<file path="src/hw/rtl/cnt_pkg.sv">
// Shared types and constants of the CIGAR normalize and trim block.
package cnt_pkg;

  typedef enum logic [1:0] {
    ET_MATCH = 2'd0,
    ET_MISM  = 2'd1,
    ET_DEL   = 2'd2,
    ET_INS   = 2'd3
  } elem_type_e;

  typedef struct packed {
    elem_type_e  etype;
    logic        trim;
    logic [15:0] value;
  } elem_t;

  typedef struct packed {
    logic [15:0] min_ctx;
    logic        gap_del_first;
  } cfg_t;

  localparam logic REG_MIN_CTX   = 1'b0;
  localparam logic REG_GAP_ORDER = 1'b1;

  localparam logic [15:0] OUT_MAX = 16'hFFFF;

endpackage

</file>
<file path="src/hw/rtl/cnt_ram.sv">
// Generic single-port-write, single-port-read RAM with a registered read.
module cnt_ram #(
  parameter int WIDTH = 19,
  parameter int DEPTH = 64
) (
  input  logic                     clk_i,
  input  logic                     we_i,
  input  logic [$clog2(DEPTH)-1:0] waddr_i,
  input  logic [WIDTH-1:0]         wdata_i,
  input  logic                     re_i,
  input  logic [$clog2(DEPTH)-1:0] raddr_i,
  output logic [WIDTH-1:0]         rdata_o
);

  logic [WIDTH-1:0] mem [DEPTH];
  logic [WIDTH-1:0] rdata_q;

  always_ff @(posedge clk_i) begin
    if (we_i) begin
      mem[waddr_i] <= wdata_i;
    end
    if (re_i) begin
      rdata_q <= mem[raddr_i];
    end
  end

  assign rdata_o = rdata_q;

endmodule

</file>
<file path="src/hw/rtl/cnt_apb.sv">
// APB configuration registers of the CIGAR normalize and trim block.
module cnt_apb (
  input  logic          clk_i,
  input  logic          rst_ni,
  input  logic          psel,
  input  logic          penable,
  input  logic          pwrite,
  input  logic [2:0]    paddr,
  input  logic [31:0]   pwdata,
  output logic [31:0]   prdata,
  output logic          pready,
  output cnt_pkg::cfg_t cfg_o
);
  import cnt_pkg::*;

  logic [15:0] min_q, min_d;
  logic        gdf_q, gdf_d;
  logic        wr_en;

  assign pready = 1'b1;
  assign wr_en  = psel & penable & pwrite;

  always_comb begin
    min_d = min_q;
    gdf_d = gdf_q;
    if (wr_en) begin
      case (paddr[2])
        REG_MIN_CTX:   min_d = pwdata[15:0];
        REG_GAP_ORDER: gdf_d = pwdata[0];
        default:       min_d = min_q;
      endcase
    end
  end

  always_comb begin
    case (paddr[2])
      REG_MIN_CTX:   prdata = {16'd0, min_q};
      REG_GAP_ORDER: prdata = {31'd0, gdf_q};
      default:       prdata = 32'd0;
    endcase
  end

  always_ff @(posedge clk_i or negedge rst_ni) begin
    if (!rst_ni) begin
      min_q <= 16'd0;
      gdf_q <= 1'b1;
    end else begin
      min_q <= min_d;
      gdf_q <= gdf_d;
    end
  end

  assign cfg_o.min_ctx       = min_q;
  assign cfg_o.gap_del_first = gdf_q;

endmodule

</file>
<file path="src/hw/rtl/cnt_ctrl.sv">
// Element and result stores with the load, compaction, end-trim and output sequencer.
module cnt_ctrl #(
  parameter int MAX_ELEMENTS = 64,
  parameter int LENGTH_BITS  = 16
) (
  input  logic                 clk_i,
  input  logic                 rst_ni,
  input  cnt_pkg::cfg_t        cfg_i,
  input  logic                 in_valid_i,
  output logic                 in_ready_o,
  input  logic [1:0]           element_type_i,
  input  logic                 element_trim_i,
  input  logic [15:0]          element_value_i,
  input  logic [39:0]          start_position_i,
  input  logic [39:0]          text_start_i,
  input  logic                 is_last_i,
  output logic                 out_valid_o,
  input  logic                 out_ready_i,
  output cnt_pkg::elem_t       out_elem_o,
  output logic                 empty_o,
  output logic                 last_o,
  output logic                 overflow_o,
  output logic [39:0]          pos_o,
  output logic [39:0]          text_start_o
);
  import cnt_pkg::*;

  localparam int CW = $clog2(MAX_ELEMENTS + 1);
  localparam int IW = $clog2(MAX_ELEMENTS);
  localparam int LW = LENGTH_BITS;
  localparam int AW = (LW > 16) ? LW : 16;
  localparam logic [LW-1:0] LEN_MAX = {LW{1'b1}};
  localparam int EW = $bits(elem_t);

  localparam logic [2:0] S_LOAD  = 3'd0;
  localparam logic [2:0] S_FRD   = 3'd1;
  localparam logic [2:0] S_FPROC = 3'd2;
  localparam logic [2:0] S_BRD   = 3'd3;
  localparam logic [2:0] S_BPROC = 3'd4;
  localparam logic [2:0] S_EST   = 3'd5;
  localparam logic [2:0] S_ECAP  = 3'd6;
  localparam logic [2:0] S_EWAIT = 3'd7;

  function automatic logic [LW-1:0] clamp_len(logic [15:0] v);
    logic [AW-1:0] ve;
    ve = AW'(v);
    if (ve > AW'(LEN_MAX)) begin
      return LEN_MAX;
    end
    return LW'(ve);
  endfunction

  function automatic logic [LW-1:0] sat_add(logic [LW-1:0] a, logic [LW-1:0] b);
    logic [LW:0] s;
    s = {1'b0, a} + {1'b0, b};
    return s[LW] ? LEN_MAX : s[LW-1:0];
  endfunction

  function automatic logic [15:0] sat16(logic [LW-1:0] v);
    logic [AW-1:0] ve;
    ve = AW'(v);
    if (ve > AW'(OUT_MAX)) begin
      return OUT_MAX;
    end
    return ve[15:0];
  endfunction

  function automatic logic trimmable(elem_type_e t, logic [LW-1:0] vc, logic [15:0] mc);
    if (t == ET_MATCH) begin
      return AW'(vc) < AW'(mc);
    end
    return 1'b1;
  endfunction

  function automatic logic [LW-1:0] len_inc(elem_type_e t, logic [LW-1:0] vc);
    logic [LW-1:0] r;
    case (t)
      ET_MATCH: r = vc;
      ET_MISM:  r = LW'(1);
      ET_DEL:   r = vc;
      default:  r = '0;
    endcase
    return r;
  endfunction

  function automatic logic [LW-1:0] pos_inc(elem_type_e t, logic [LW-1:0] vc);
    logic [LW-1:0] r;
    case (t)
      ET_MATCH: r = vc;
      ET_MISM:  r = LW'(1);
      ET_DEL:   r = '0;
      default:  r = vc;
    endcase
    return r;
  endfunction

  logic [2:0]    state_q, state_d;
  logic [CW-1:0] cnt_q, cnt_d;
  logic [39:0]   pos_q, pos_d;
  logic [39:0]   ts_q, ts_d;
  logic          ovf_q, ovf_d;
  logic [CW-1:0] rd_q, rd_d;
  logic          fend_q, fend_d;
  logic          lead_q, lead_d;
  logic          lany_q, lany_d;
  logic [LW-1:0] acc_q, acc_d;
  logic          mtp_q, mtp_d;
  logic [LW-1:0] mtv_q, mtv_d;
  logic          mtt_q, mtt_d;
  logic          gpa_q, gpa_d;
  logic          gpt_q, gpt_d;
  logic [LW-1:0] gdl_q, gdl_d;
  logic [LW-1:0] gil_q, gil_d;
  logic          gdd_q, gdd_d;
  logic          gid_q, gid_d;
  logic [CW-1:0] wc_q, wc_d;
  logic [IW-1:0] bk_q, bk_d;
  logic [CW-1:0] cut_q, cut_d;
  logic          tail_q, tail_d;
  logic [LW-1:0] acc2_q, acc2_d;
  logic [CW-1:0] ei_q, ei_d;
  logic          ov_q, ov_d;
  elem_t         oel_q, oel_d;
  logic          oem_q, oem_d;
  logic          olast_q, olast_d;

  logic          st_we, st_re, rs_we, rs_re;
  logic [IW-1:0] st_waddr, st_raddr, rs_waddr, rs_raddr;
  elem_t         st_wdata, rs_wdata;
  logic [EW-1:0] st_rbits, rs_rbits;
  elem_t         sr, rr;
  logic [LW-1:0] svc, rvc;
  logic          in_fire, want_d, want_i, tail_emit;
  logic [LW-1:0] base_dl, base_il;

  cnt_ram #(.WIDTH(EW), .DEPTH(MAX_ELEMENTS)) u_store (
    .clk_i   (clk_i),
    .we_i    (st_we),
    .waddr_i (st_waddr),
    .wdata_i (st_wdata),
    .re_i    (st_re),
    .raddr_i (st_raddr),
    .rdata_o (st_rbits)
  );

  cnt_ram #(.WIDTH(EW), .DEPTH(MAX_ELEMENTS)) u_result (
    .clk_i   (clk_i),
    .we_i    (rs_we),
    .waddr_i (rs_waddr),
    .wdata_i (rs_wdata),
    .re_i    (rs_re),
    .raddr_i (rs_raddr),
    .rdata_o (rs_rbits)
  );

  assign sr        = elem_t'(st_rbits);
  assign rr        = elem_t'(rs_rbits);
  assign svc       = clamp_len(sr.value);
  assign rvc       = clamp_len(rr.value);
  assign in_ready_o = (state_q == S_LOAD);
  assign in_fire   = in_valid_i & in_ready_o;
  assign want_d    = (gdl_q != '0) && !gdd_q;
  assign want_i    = (gil_q != '0) && !gid_q;
  assign tail_emit = tail_q && (acc2_q != '0);
  assign base_dl   = gpa_q ? gdl_q : '0;
  assign base_il   = gpa_q ? gil_q : '0;

  always_comb begin
    state_d = state_q;
    cnt_d   = cnt_q;
    pos_d   = pos_q;
    ts_d    = ts_q;
    ovf_d   = ovf_q;
    rd_d    = rd_q;
    fend_d  = fend_q;
    lead_d  = lead_q;
    lany_d  = lany_q;
    acc_d   = acc_q;
    mtp_d   = mtp_q;
    mtv_d   = mtv_q;
    mtt_d   = mtt_q;
    gpa_d   = gpa_q;
    gpt_d   = gpt_q;
    gdl_d   = gdl_q;
    gil_d   = gil_q;
    gdd_d   = gdd_q;
    gid_d   = gid_q;
    wc_d    = wc_q;
    bk_d    = bk_q;
    cut_d   = cut_q;
    tail_d  = tail_q;
    acc2_d  = acc2_q;
    ei_d    = ei_q;
    ov_d    = ov_q;
    oel_d   = oel_q;
    oem_d   = oem_q;
    olast_d = olast_q;

    st_we    = 1'b0;
    st_waddr = cnt_q[IW-1:0];
    st_wdata.etype = elem_type_e'(element_type_i);
    st_wdata.trim  = element_trim_i;
    st_wdata.value = element_value_i;
    st_re    = 1'b0;
    st_raddr = rd_q[IW-1:0];
    rs_we    = 1'b0;
    rs_waddr = wc_q[IW-1:0];
    rs_wdata = '0;
    rs_re    = 1'b0;
    rs_raddr = bk_q;

    case (state_q)
      S_LOAD: begin
        if (in_fire) begin
          if (cnt_q == '0) begin
            pos_d = start_position_i;
            ts_d  = text_start_i;
          end
          if (cnt_q < CW'(MAX_ELEMENTS)) begin
            st_we = 1'b1;
            cnt_d = cnt_q + CW'(1);
          end else begin
            ovf_d = 1'b1;
          end
          if (is_last_i) begin
            state_d = S_FRD;
            rd_d    = '0;
            lead_d  = 1'b1;
            lany_d  = 1'b0;
            acc_d   = '0;
            mtp_d   = 1'b0;
            gpa_d   = 1'b0;
            wc_d    = '0;
          end
        end
      end
      S_FRD: begin
        fend_d  = (rd_q == cnt_q);
        st_re   = (rd_q != cnt_q);
        state_d = S_FPROC;
      end
      S_FPROC: begin
        if (lead_q) begin
          if (!fend_q && trimmable(sr.etype, svc, cfg_i.min_ctx)) begin
            acc_d   = sat_add(acc_q, len_inc(sr.etype, svc));
            pos_d   = pos_q + 40'(pos_inc(sr.etype, svc));
            lany_d  = 1'b1;
            rd_d    = rd_q + CW'(1);
            state_d = S_FRD;
          end else begin
            lead_d = 1'b0;
            if (lany_q) begin
              gpa_d = 1'b1;
              gpt_d = 1'b1;
              gdl_d = acc_q;
              gil_d = '0;
              gdd_d = 1'b0;
              gid_d = 1'b0;
            end
          end
        end else if (mtp_q && (fend_q || sr.etype != ET_MATCH)) begin
          rs_we          = 1'b1;
          rs_wdata.etype = ET_MATCH;
          rs_wdata.trim  = mtt_q;
          rs_wdata.value = sat16(mtv_q);
          wc_d           = wc_q + CW'(1);
          mtp_d          = 1'b0;
        end else if (gpa_q && (fend_q || sr.etype == ET_MATCH || sr.etype == ET_MISM)) begin
          if (want_d && (cfg_i.gap_del_first || !want_i)) begin
            rs_we          = 1'b1;
            rs_wdata.etype = ET_DEL;
            rs_wdata.trim  = gpt_q;
            rs_wdata.value = sat16(gdl_q);
            wc_d           = wc_q + CW'(1);
            gdd_d          = 1'b1;
          end else if (want_i) begin
            rs_we          = 1'b1;
            rs_wdata.etype = ET_INS;
            rs_wdata.trim  = 1'b0;
            rs_wdata.value = sat16(gil_q);
            wc_d           = wc_q + CW'(1);
            gid_d          = 1'b1;
          end else begin
            gpa_d = 1'b0;
          end
        end else if (fend_q) begin
          cut_d  = wc_q;
          tail_d = 1'b0;
          acc2_d = '0;
          ei_d   = '0;
          bk_d   = IW'(wc_q - CW'(1));
          if (wc_q == '0) begin
            state_d = S_EST;
          end else begin
            state_d = S_BRD;
          end
        end else begin
          case (sr.etype)
            ET_MISM: begin
              rs_we    = 1'b1;
              rs_wdata = sr;
              wc_d     = wc_q + CW'(1);
            end
            ET_MATCH: begin
              mtp_d = 1'b1;
              mtv_d = mtp_q ? sat_add(mtv_q, svc) : svc;
              mtt_d = sr.trim;
            end
            default: begin
              gpa_d = 1'b1;
              if (!gpa_q) begin
                gpt_d = (sr.etype == ET_DEL) && sr.trim;
                gdd_d = 1'b0;
                gid_d = 1'b0;
              end
              if (sr.etype == ET_DEL) begin
                gdl_d = sat_add(base_dl, svc);
                gil_d = base_il;
              end else begin
                gdl_d = base_dl;
                gil_d = sat_add(base_il, svc);
              end
            end
          endcase
          rd_d    = rd_q + CW'(1);
          state_d = S_FRD;
        end
      end
      S_BRD: begin
        rs_re   = 1'b1;
        state_d = S_BPROC;
      end
      S_BPROC: begin
        if (trimmable(rr.etype, rvc, cfg_i.min_ctx)) begin
          acc2_d = sat_add(acc2_q, len_inc(rr.etype, rvc));
          cut_d  = CW'(bk_q);
          tail_d = 1'b1;
          if (bk_q == '0) begin
            state_d = S_EST;
          end else begin
            bk_d    = bk_q - IW'(1);
            state_d = S_BRD;
          end
        end else begin
          state_d = S_EST;
        end
      end
      S_EST: begin
        if (ei_q < cut_q) begin
          rs_re    = 1'b1;
          rs_raddr = ei_q[IW-1:0];
          state_d  = S_ECAP;
        end else if (tail_emit) begin
          oel_d.etype = ET_DEL;
          oel_d.trim  = 1'b1;
          oel_d.value = sat16(acc2_q);
          oem_d       = 1'b0;
          olast_d     = 1'b1;
          ov_d        = 1'b1;
          state_d     = S_EWAIT;
        end else begin
          oel_d   = '0;
          oem_d   = 1'b1;
          olast_d = 1'b1;
          ov_d    = 1'b1;
          state_d = S_EWAIT;
        end
      end
      S_ECAP: begin
        oel_d   = rr;
        oem_d   = 1'b0;
        olast_d = ((ei_q + CW'(1)) == cut_q) && !tail_emit;
        ov_d    = 1'b1;
        state_d = S_EWAIT;
      end
      S_EWAIT: begin
        if (out_ready_i) begin
          ov_d = 1'b0;
          if (olast_q) begin
            cnt_d   = '0;
            ovf_d   = 1'b0;
            state_d = S_LOAD;
          end else begin
            ei_d    = ei_q + CW'(1);
            state_d = S_EST;
          end
        end
      end
      default: state_d = S_LOAD;
    endcase
  end

  always_ff @(posedge clk_i or negedge rst_ni) begin
    if (!rst_ni) begin
      state_q <= S_LOAD;
      cnt_q   <= '0;
      pos_q   <= '0;
      ts_q    <= '0;
      ovf_q   <= 1'b0;
      rd_q    <= '0;
      fend_q  <= 1'b0;
      lead_q  <= 1'b0;
      lany_q  <= 1'b0;
      acc_q   <= '0;
      mtp_q   <= 1'b0;
      mtv_q   <= '0;
      mtt_q   <= 1'b0;
      gpa_q   <= 1'b0;
      gpt_q   <= 1'b0;
      gdl_q   <= '0;
      gil_q   <= '0;
      gdd_q   <= 1'b0;
      gid_q   <= 1'b0;
      wc_q    <= '0;
      bk_q    <= '0;
      cut_q   <= '0;
      tail_q  <= 1'b0;
      acc2_q  <= '0;
      ei_q    <= '0;
      ov_q    <= 1'b0;
      oel_q   <= '0;
      oem_q   <= 1'b0;
      olast_q <= 1'b0;
    end else begin
      state_q <= state_d;
      cnt_q   <= cnt_d;
      pos_q   <= pos_d;
      ts_q    <= ts_d;
      ovf_q   <= ovf_d;
      rd_q    <= rd_d;
      fend_q  <= fend_d;
      lead_q  <= lead_d;
      lany_q  <= lany_d;
      acc_q   <= acc_d;
      mtp_q   <= mtp_d;
      mtv_q   <= mtv_d;
      mtt_q   <= mtt_d;
      gpa_q   <= gpa_d;
      gpt_q   <= gpt_d;
      gdl_q   <= gdl_d;
      gil_q   <= gil_d;
      gdd_q   <= gdd_d;
      gid_q   <= gid_d;
      wc_q    <= wc_d;
      bk_q    <= bk_d;
      cut_q   <= cut_d;
      tail_q  <= tail_d;
      acc2_q  <= acc2_d;
      ei_q    <= ei_d;
      ov_q    <= ov_d;
      oel_q   <= oel_d;
      oem_q   <= oem_d;
      olast_q <= olast_d;
    end
  end

  assign out_valid_o  = ov_q;
  assign out_elem_o   = oel_q;
  assign empty_o      = oem_q;
  assign last_o       = olast_q;
  assign overflow_o   = ovf_q;
  assign pos_o        = pos_q;
  assign text_start_o = ts_q;

endmodule

</file>
<file path="src/hw/rtl/cigar_normalize_trim.sv">
// Top level of the CIGAR normalize and trim block.
// Elements are loaded into the element store; the forward pass then reads each stored
// element, flushes match runs, emits gap elements, closes each gap and leaves the leading
// trim. The end-trim walk reads back each result it examines. Each stored result is read
// back and registered before it is offered; a closing trim deletion or empty result is built
// directly, held until taken. Throughput: one CIGAR at a time, taken after the final transfer.
module cigar_normalize_trim #(
  parameter int MAX_ELEMENTS = 64,
  parameter int LENGTH_BITS  = 16
) (
  input  logic        clk_i,
  input  logic        rst_ni,
  input  logic        psel,
  input  logic        penable,
  input  logic        pwrite,
  input  logic [2:0]  paddr,
  input  logic [31:0] pwdata,
  output logic [31:0] prdata,
  output logic        pready,
  input  logic        in_valid_i,
  output logic        in_ready_o,
  input  logic [1:0]  element_type_i,
  input  logic        element_trim_i,
  input  logic [15:0] element_value_i,
  input  logic [39:0] start_position_i,
  input  logic [39:0] text_start_i,
  input  logic        is_last_i,
  output logic        out_valid_o,
  input  logic        out_ready_i,
  output logic [1:0]  out_type_o,
  output logic        out_trim_o,
  output logic [15:0] out_value_o,
  output logic [39:0] adjusted_position_o,
  output logic signed [40:0] text_offset_o,
  output logic        empty_result_o,
  output logic        overflow_o,
  output logic        last_out_o
);
  import cnt_pkg::*;

  cfg_t        cfg;
  elem_t       oel;
  logic [39:0] pos;
  logic [39:0] ts;

  cnt_apb u_apb (
    .clk_i   (clk_i),
    .rst_ni  (rst_ni),
    .psel    (psel),
    .penable (penable),
    .pwrite  (pwrite),
    .paddr   (paddr),
    .pwdata  (pwdata),
    .prdata  (prdata),
    .pready  (pready),
    .cfg_o   (cfg)
  );

  cnt_ctrl #(
    .MAX_ELEMENTS (MAX_ELEMENTS),
    .LENGTH_BITS  (LENGTH_BITS)
  ) u_ctrl (
    .clk_i            (clk_i),
    .rst_ni           (rst_ni),
    .cfg_i            (cfg),
    .in_valid_i       (in_valid_i),
    .in_ready_o       (in_ready_o),
    .element_type_i   (element_type_i),
    .element_trim_i   (element_trim_i),
    .element_value_i  (element_value_i),
    .start_position_i (start_position_i),
    .text_start_i     (text_start_i),
    .is_last_i        (is_last_i),
    .out_valid_o      (out_valid_o),
    .out_ready_i      (out_ready_i),
    .out_elem_o       (oel),
    .empty_o          (empty_result_o),
    .last_o           (last_out_o),
    .overflow_o       (overflow_o),
    .pos_o            (pos),
    .text_start_o     (ts)
  );

  assign out_type_o          = oel.etype;
  assign out_trim_o          = oel.trim;
  assign out_value_o         = oel.value;
  assign adjusted_position_o = pos;
  assign text_offset_o       = $signed({1'b0, pos} - {1'b0, ts});

endmodule

</file>
<file path="config.mk">
export PLATFORM = sky130hd
export DESIGN_NAME = cigar_normalize_trim
export DESIGN_NICKNAME = d
export VERILOG_FILES = /design/src/hw/rtl/cnt_pkg.sv /design/src/hw/rtl/cnt_ram.sv /design/src/hw/rtl/cnt_apb.sv /design/src/hw/rtl/cnt_ctrl.sv /design/src/hw/rtl/cigar_normalize_trim.sv
export SDC_FILE = /design/constraint.sdc
export NUM_CORES = 2
export LEC_CHECK = 0
export BUFFER_PORTS_ARGS = -buffer_cell sky130_fd_sc_hd__buf_4
export CORE_MARGIN = 3
export CORE_UTILIZATION = 60
export CTS_CLUSTER_SIZE = 20
export DETAILED_ROUTE_END_ITERATION = 6
export HOLD_SLACK_MARGIN = 0.02
export PLACE_DENSITY = 0.78
export SLEW_MARGIN = 0
export SYNTH_ARGS = -nofsm -noshare
export SYNTH_HDL_FRONTEND = slang
export SYNTH_SLANG_ARGS = --single-unit
</file>
<file path="constraint.sdc">
create_clock -name clk_i -period 8 [get_ports clk_i]
set_clock_uncertainty 0.05 [all_clocks]
set_input_delay 1.2 -clock clk_i [delete_from_list [all_inputs] [get_ports clk_i]]
set_output_delay 1.2 -clock clk_i [all_outputs]
set_load 0.02 [all_outputs]
</file>
==> flow_summary_export.csv <==
group,metric,value,unit
critical_path,cpPeakStageDelay,0.66,ns
critical_path,crit_chain,"inv_1 -> ha_1 -> fa_1 -> nor2b_1 -> o31a_1 -> o2111ai_1 -> nand2_1 -> a221oi_1 -> o31ai_1 -> a41oi_2 -> o21ai_0 -> xnor2_1 -> buf_4",
sta,tightest_slew,1.38,ns
sta,period_needed,6.04,ns
floorplanning,die_area,197000,sq um
run_status,status,"finished, violations left",
critical_path,cp-end-kind,"output port",
synthesis,synth-seq-cells,2724,
clock_tree,cts_resized,0,
power,p_leak,42.6,nW
sta,finalCritPeriodShare,75.5,%
run_status,failed_checks,"design-rule violations",
global_routing,antenna_found_initial,29,
clock_tree,cts_setup_buffers,0,
final_layout,final_util,68.3,%
global_routing,overflow,0,
routing,wl_per_cell,30.7,um
clock_tree,cts_made_buffers,284,
clock_tree,path_clk_slew,0.06,ns
floorplanning,io_pins,280,
clock_tree,htreeDepth,5,
floorplanning,die_x,443,um
routing,vias_per_cell,6.84,
final_layout,regArea,80500,sq um
floorplanning,core,189000,sq um
final_layout,syn_to_final_growth,12.4,%
clock_tree,cts-root-buf,"clkbuf_16",
final_layout,fillCellCount,11600,
floorplanning,start_util,60.7,%
clock_tree,clock_latency,0.95,ns
critical_path,reg2reg_from,"u_ctrl.ei_q[4]",
final_layout,layout-drive-gt1-share,20.7,%
routing,routed_wl,303,mm
synthesis,synth_area,115000,sq um
sta,hold_viol,0,
run,max-cap-violations,0,
sta,hold_ws,0.228,ns
critical_path,start_kind,"register",
synthesis,synth_cell_types,90,
global_routing,grt_pass1_vias,67300,
critical_path,cp_max_fo,6,
critical_path,cpMaxStageDelayCell,"o31ai_1",
sta,setup_viol,0,
min_path,hp-class,"in -> async",
global_routing,grt_first_pass_wirelength,446,mm
synthesis,synth_ff_type,"edfxtp_1",
global_routing,grt_max_degree,181,
critical_path,critPathKind,"reg -> out",
sta,rsz0062_at_grt,"no",
floorplanning,num_rows,159,
critical_path,worstPathArrival,4.79,ns
synthesis,netlist_instances,6814,
synthesis,synth_edf_count,2470,
routing,firstDrtPassIters,7,
place,dp_hpwl,171,mm
synthesis,synth_area_per_cell,16.8,sq um
clock_tree,cts_tree,"built",
final_layout,multi_input_area,32700,sq um
critical_path,required,6.75,ns
floorplanning,die_h,443,um
place,place_congestion,0.914,
power,p_per_area,348,nW/um^2
clock_tree,cts.sinks,2724,
routing,drcViolationCount,7,
global_routing,grt_usage,30.8,%
critical_path,r2r_cells,12,
sta,relSlewSlack,7.58,%
sta,slew_viol_final,0,
routing,ant_nets,0,
sta,fmax,166,MHz
routing,vias,67600,
critical_path,critical_path.startpoint,"u_ctrl.pos_o[0]",
power,p_total,45.0,mW
sta,setup-tns-final,0,ns
power,ir_worst_vdd,0.328,mV
place,port_buffers,244,
synthesis,yosysWarnings,0,
synthesis,ys_seq_area_share,70.1,%
final_layout,layout.nets,7520,
routing,drt-initial-drc-count,8806,
clock_tree,clock_path_buffers,4,
clock_tree,cts_hold_buf,0,
synthesis,synthArstFlopShare,9.32,%
[per-stage QoR]
step	instances	worst slack (ns)	instance area (sq um)
2_1_floorplan	6829	2.80	115000
3_3_place_gp	9397	2.59	120000
3_5_place_dp	9397	2.48	120000
4_1_cts	9882	2.02	129000
5_1_grt	9886	1.76	129000
6_report	9889	1.96	129000
[cells by family (layout without fill, tap and decap cells)]
group	count (synthesis)	in the layout	share of synthesized area, %
AO/OA/AOI/OAI	1072	1072	6.17
XOR/XNOR	116	116	0.885
adder cells (fa/ha/maj)	190	190	2.12
buffers and inverters	499	1057	1.88
flip-flops	2724	2724	70.1
multiplexers	867	867	13.2
other	2	24	0.00654
AND/OR/NAND/NOR	1344	1344	5.61
[flip-flops by register name, indices dropped and copies added (netlist names), 16 cells and up]
name / flops
u_apb.min_q: 16
u_ctrl.acc2_q: 16
u_ctrl.acc_q: 16
u_ctrl.gdl_q: 16
u_ctrl.gil_q: 16
u_ctrl.mtv_q: 16
u_ctrl.out_elem_o: 19
u_ctrl.pos_o: 40
u_ctrl.text_start_o: 40
u_ctrl.u_result.mem: 1216
u_ctrl.u_result.rdata_o: 19
u_ctrl.u_store.mem: 1216
u_ctrl.u_store.rdata_o: 19
[placed cells by master (no fill, tap or decap), types with 77 or more instances in the layout]
cell type and n:
edfxtp_1 2470, mux4_2 513, buf_4 434, nand2_1 375, mux2i_1 321, clkbuf_16 288, nor2_1 257, dfrtp_1 249
a21oi_1 219, ha_1 183, o22ai_1 179, o21ai_0 161, nand3_1 128, inv_1 126, nor2_2 107, and2_1 85
xnor2_1 77
[worst paths after layout]
check / slack [ns] / endpoint
worst max-delay path: 1.96 / text_offset_o[34]
worst min-delay path: 0.23 / u_ctrl.text_start_o[29]
worst max register to register: 2.44 / u_ctrl.u_result.rdata_o[8]
worst min register to register: 0.43 / u_ctrl.tail_q
max in group asynchronous: 6.12 / u_ctrl.rd_q[0]
min in group clk_i: 0.43 / u_ctrl.tail_q
[metal layers]
metal | part of all wire [%] | global-route usage [%]
met3 | 10 | 6.30
met2 | 49 | 50.4
met5 | 0.028 | 0
met1 | 35 | 40.3
met4 | 5.0 | 13.8
[layout make-up]
type	count	share of cell area, %
Clock buffer	358	5.87
Sequential cell	2724	62.4
Timing Repair Buffer	446	2.71
Multi-Input combinational cell	3606	25.3
Antenna cell	7	0.0136
Clock inverter	127	0.915
Inverter	126	0.366
Tap cell	2495	2.42
[cells in the mapped netlist, types with 25 or more instances]
cell type,number,share of area (%)
o31ai_1,25,0.16
ha_1,183,2.0
a311oi_1,58,0.44
clkbuf_1,211,0.69
buf_4,35,0.23
mux2_2,28,0.27
o22ai_1,179,0.98
o21a_1,30,0.20
nor3_1,66,0.29
edfxtp_1,2470,65
and2_1,85,0.46
dfrtp_1,253,5.5
o211ai_1,29,0.19
o21ai_1,32,0.14
xnor2_1,77,0.59
nor4_1,62,0.34
xor2_1,39,0.30
nand4b_1,25,0.19
and3_1,25,0.14
inv_1,126,0.41
nor2_1,363,1.2
nand2b_1,32,0.17
a211oi_1,57,0.37
nand2_1,375,1.2
buf_1,47,0.15
a21oi_1,224,0.98
nand4_1,45,0.25
o21ai_0,161,0.70
buf_2,71,0.31
a22oi_1,37,0.24
nand3_1,128,0.56
a21o_1,49,0.32
mux2i_1,325,2.8
mux4_2,513,10
nor2b_1,65,0.35
[where the power goes]
group          internal (mW)  switching [mW]  leakage [nW]  total (mW)
Sequential              16.3           0.954          24.5        17.2
Clock                   7.38            5.30          4.28        12.7
Combinational           6.14            8.88          13.8        15.0
[worst max-delay path, delay by kind of cell (launching register included)]
family          cells  cell delay (ns)
fa+ha+maj           2             0.66
buf+inv             2             0.27
compound gates      6             1.97
xor+xnor            1             0.19
simple gates        2             0.35
flops               1             0.43
(Power assumes the default switching activity.)
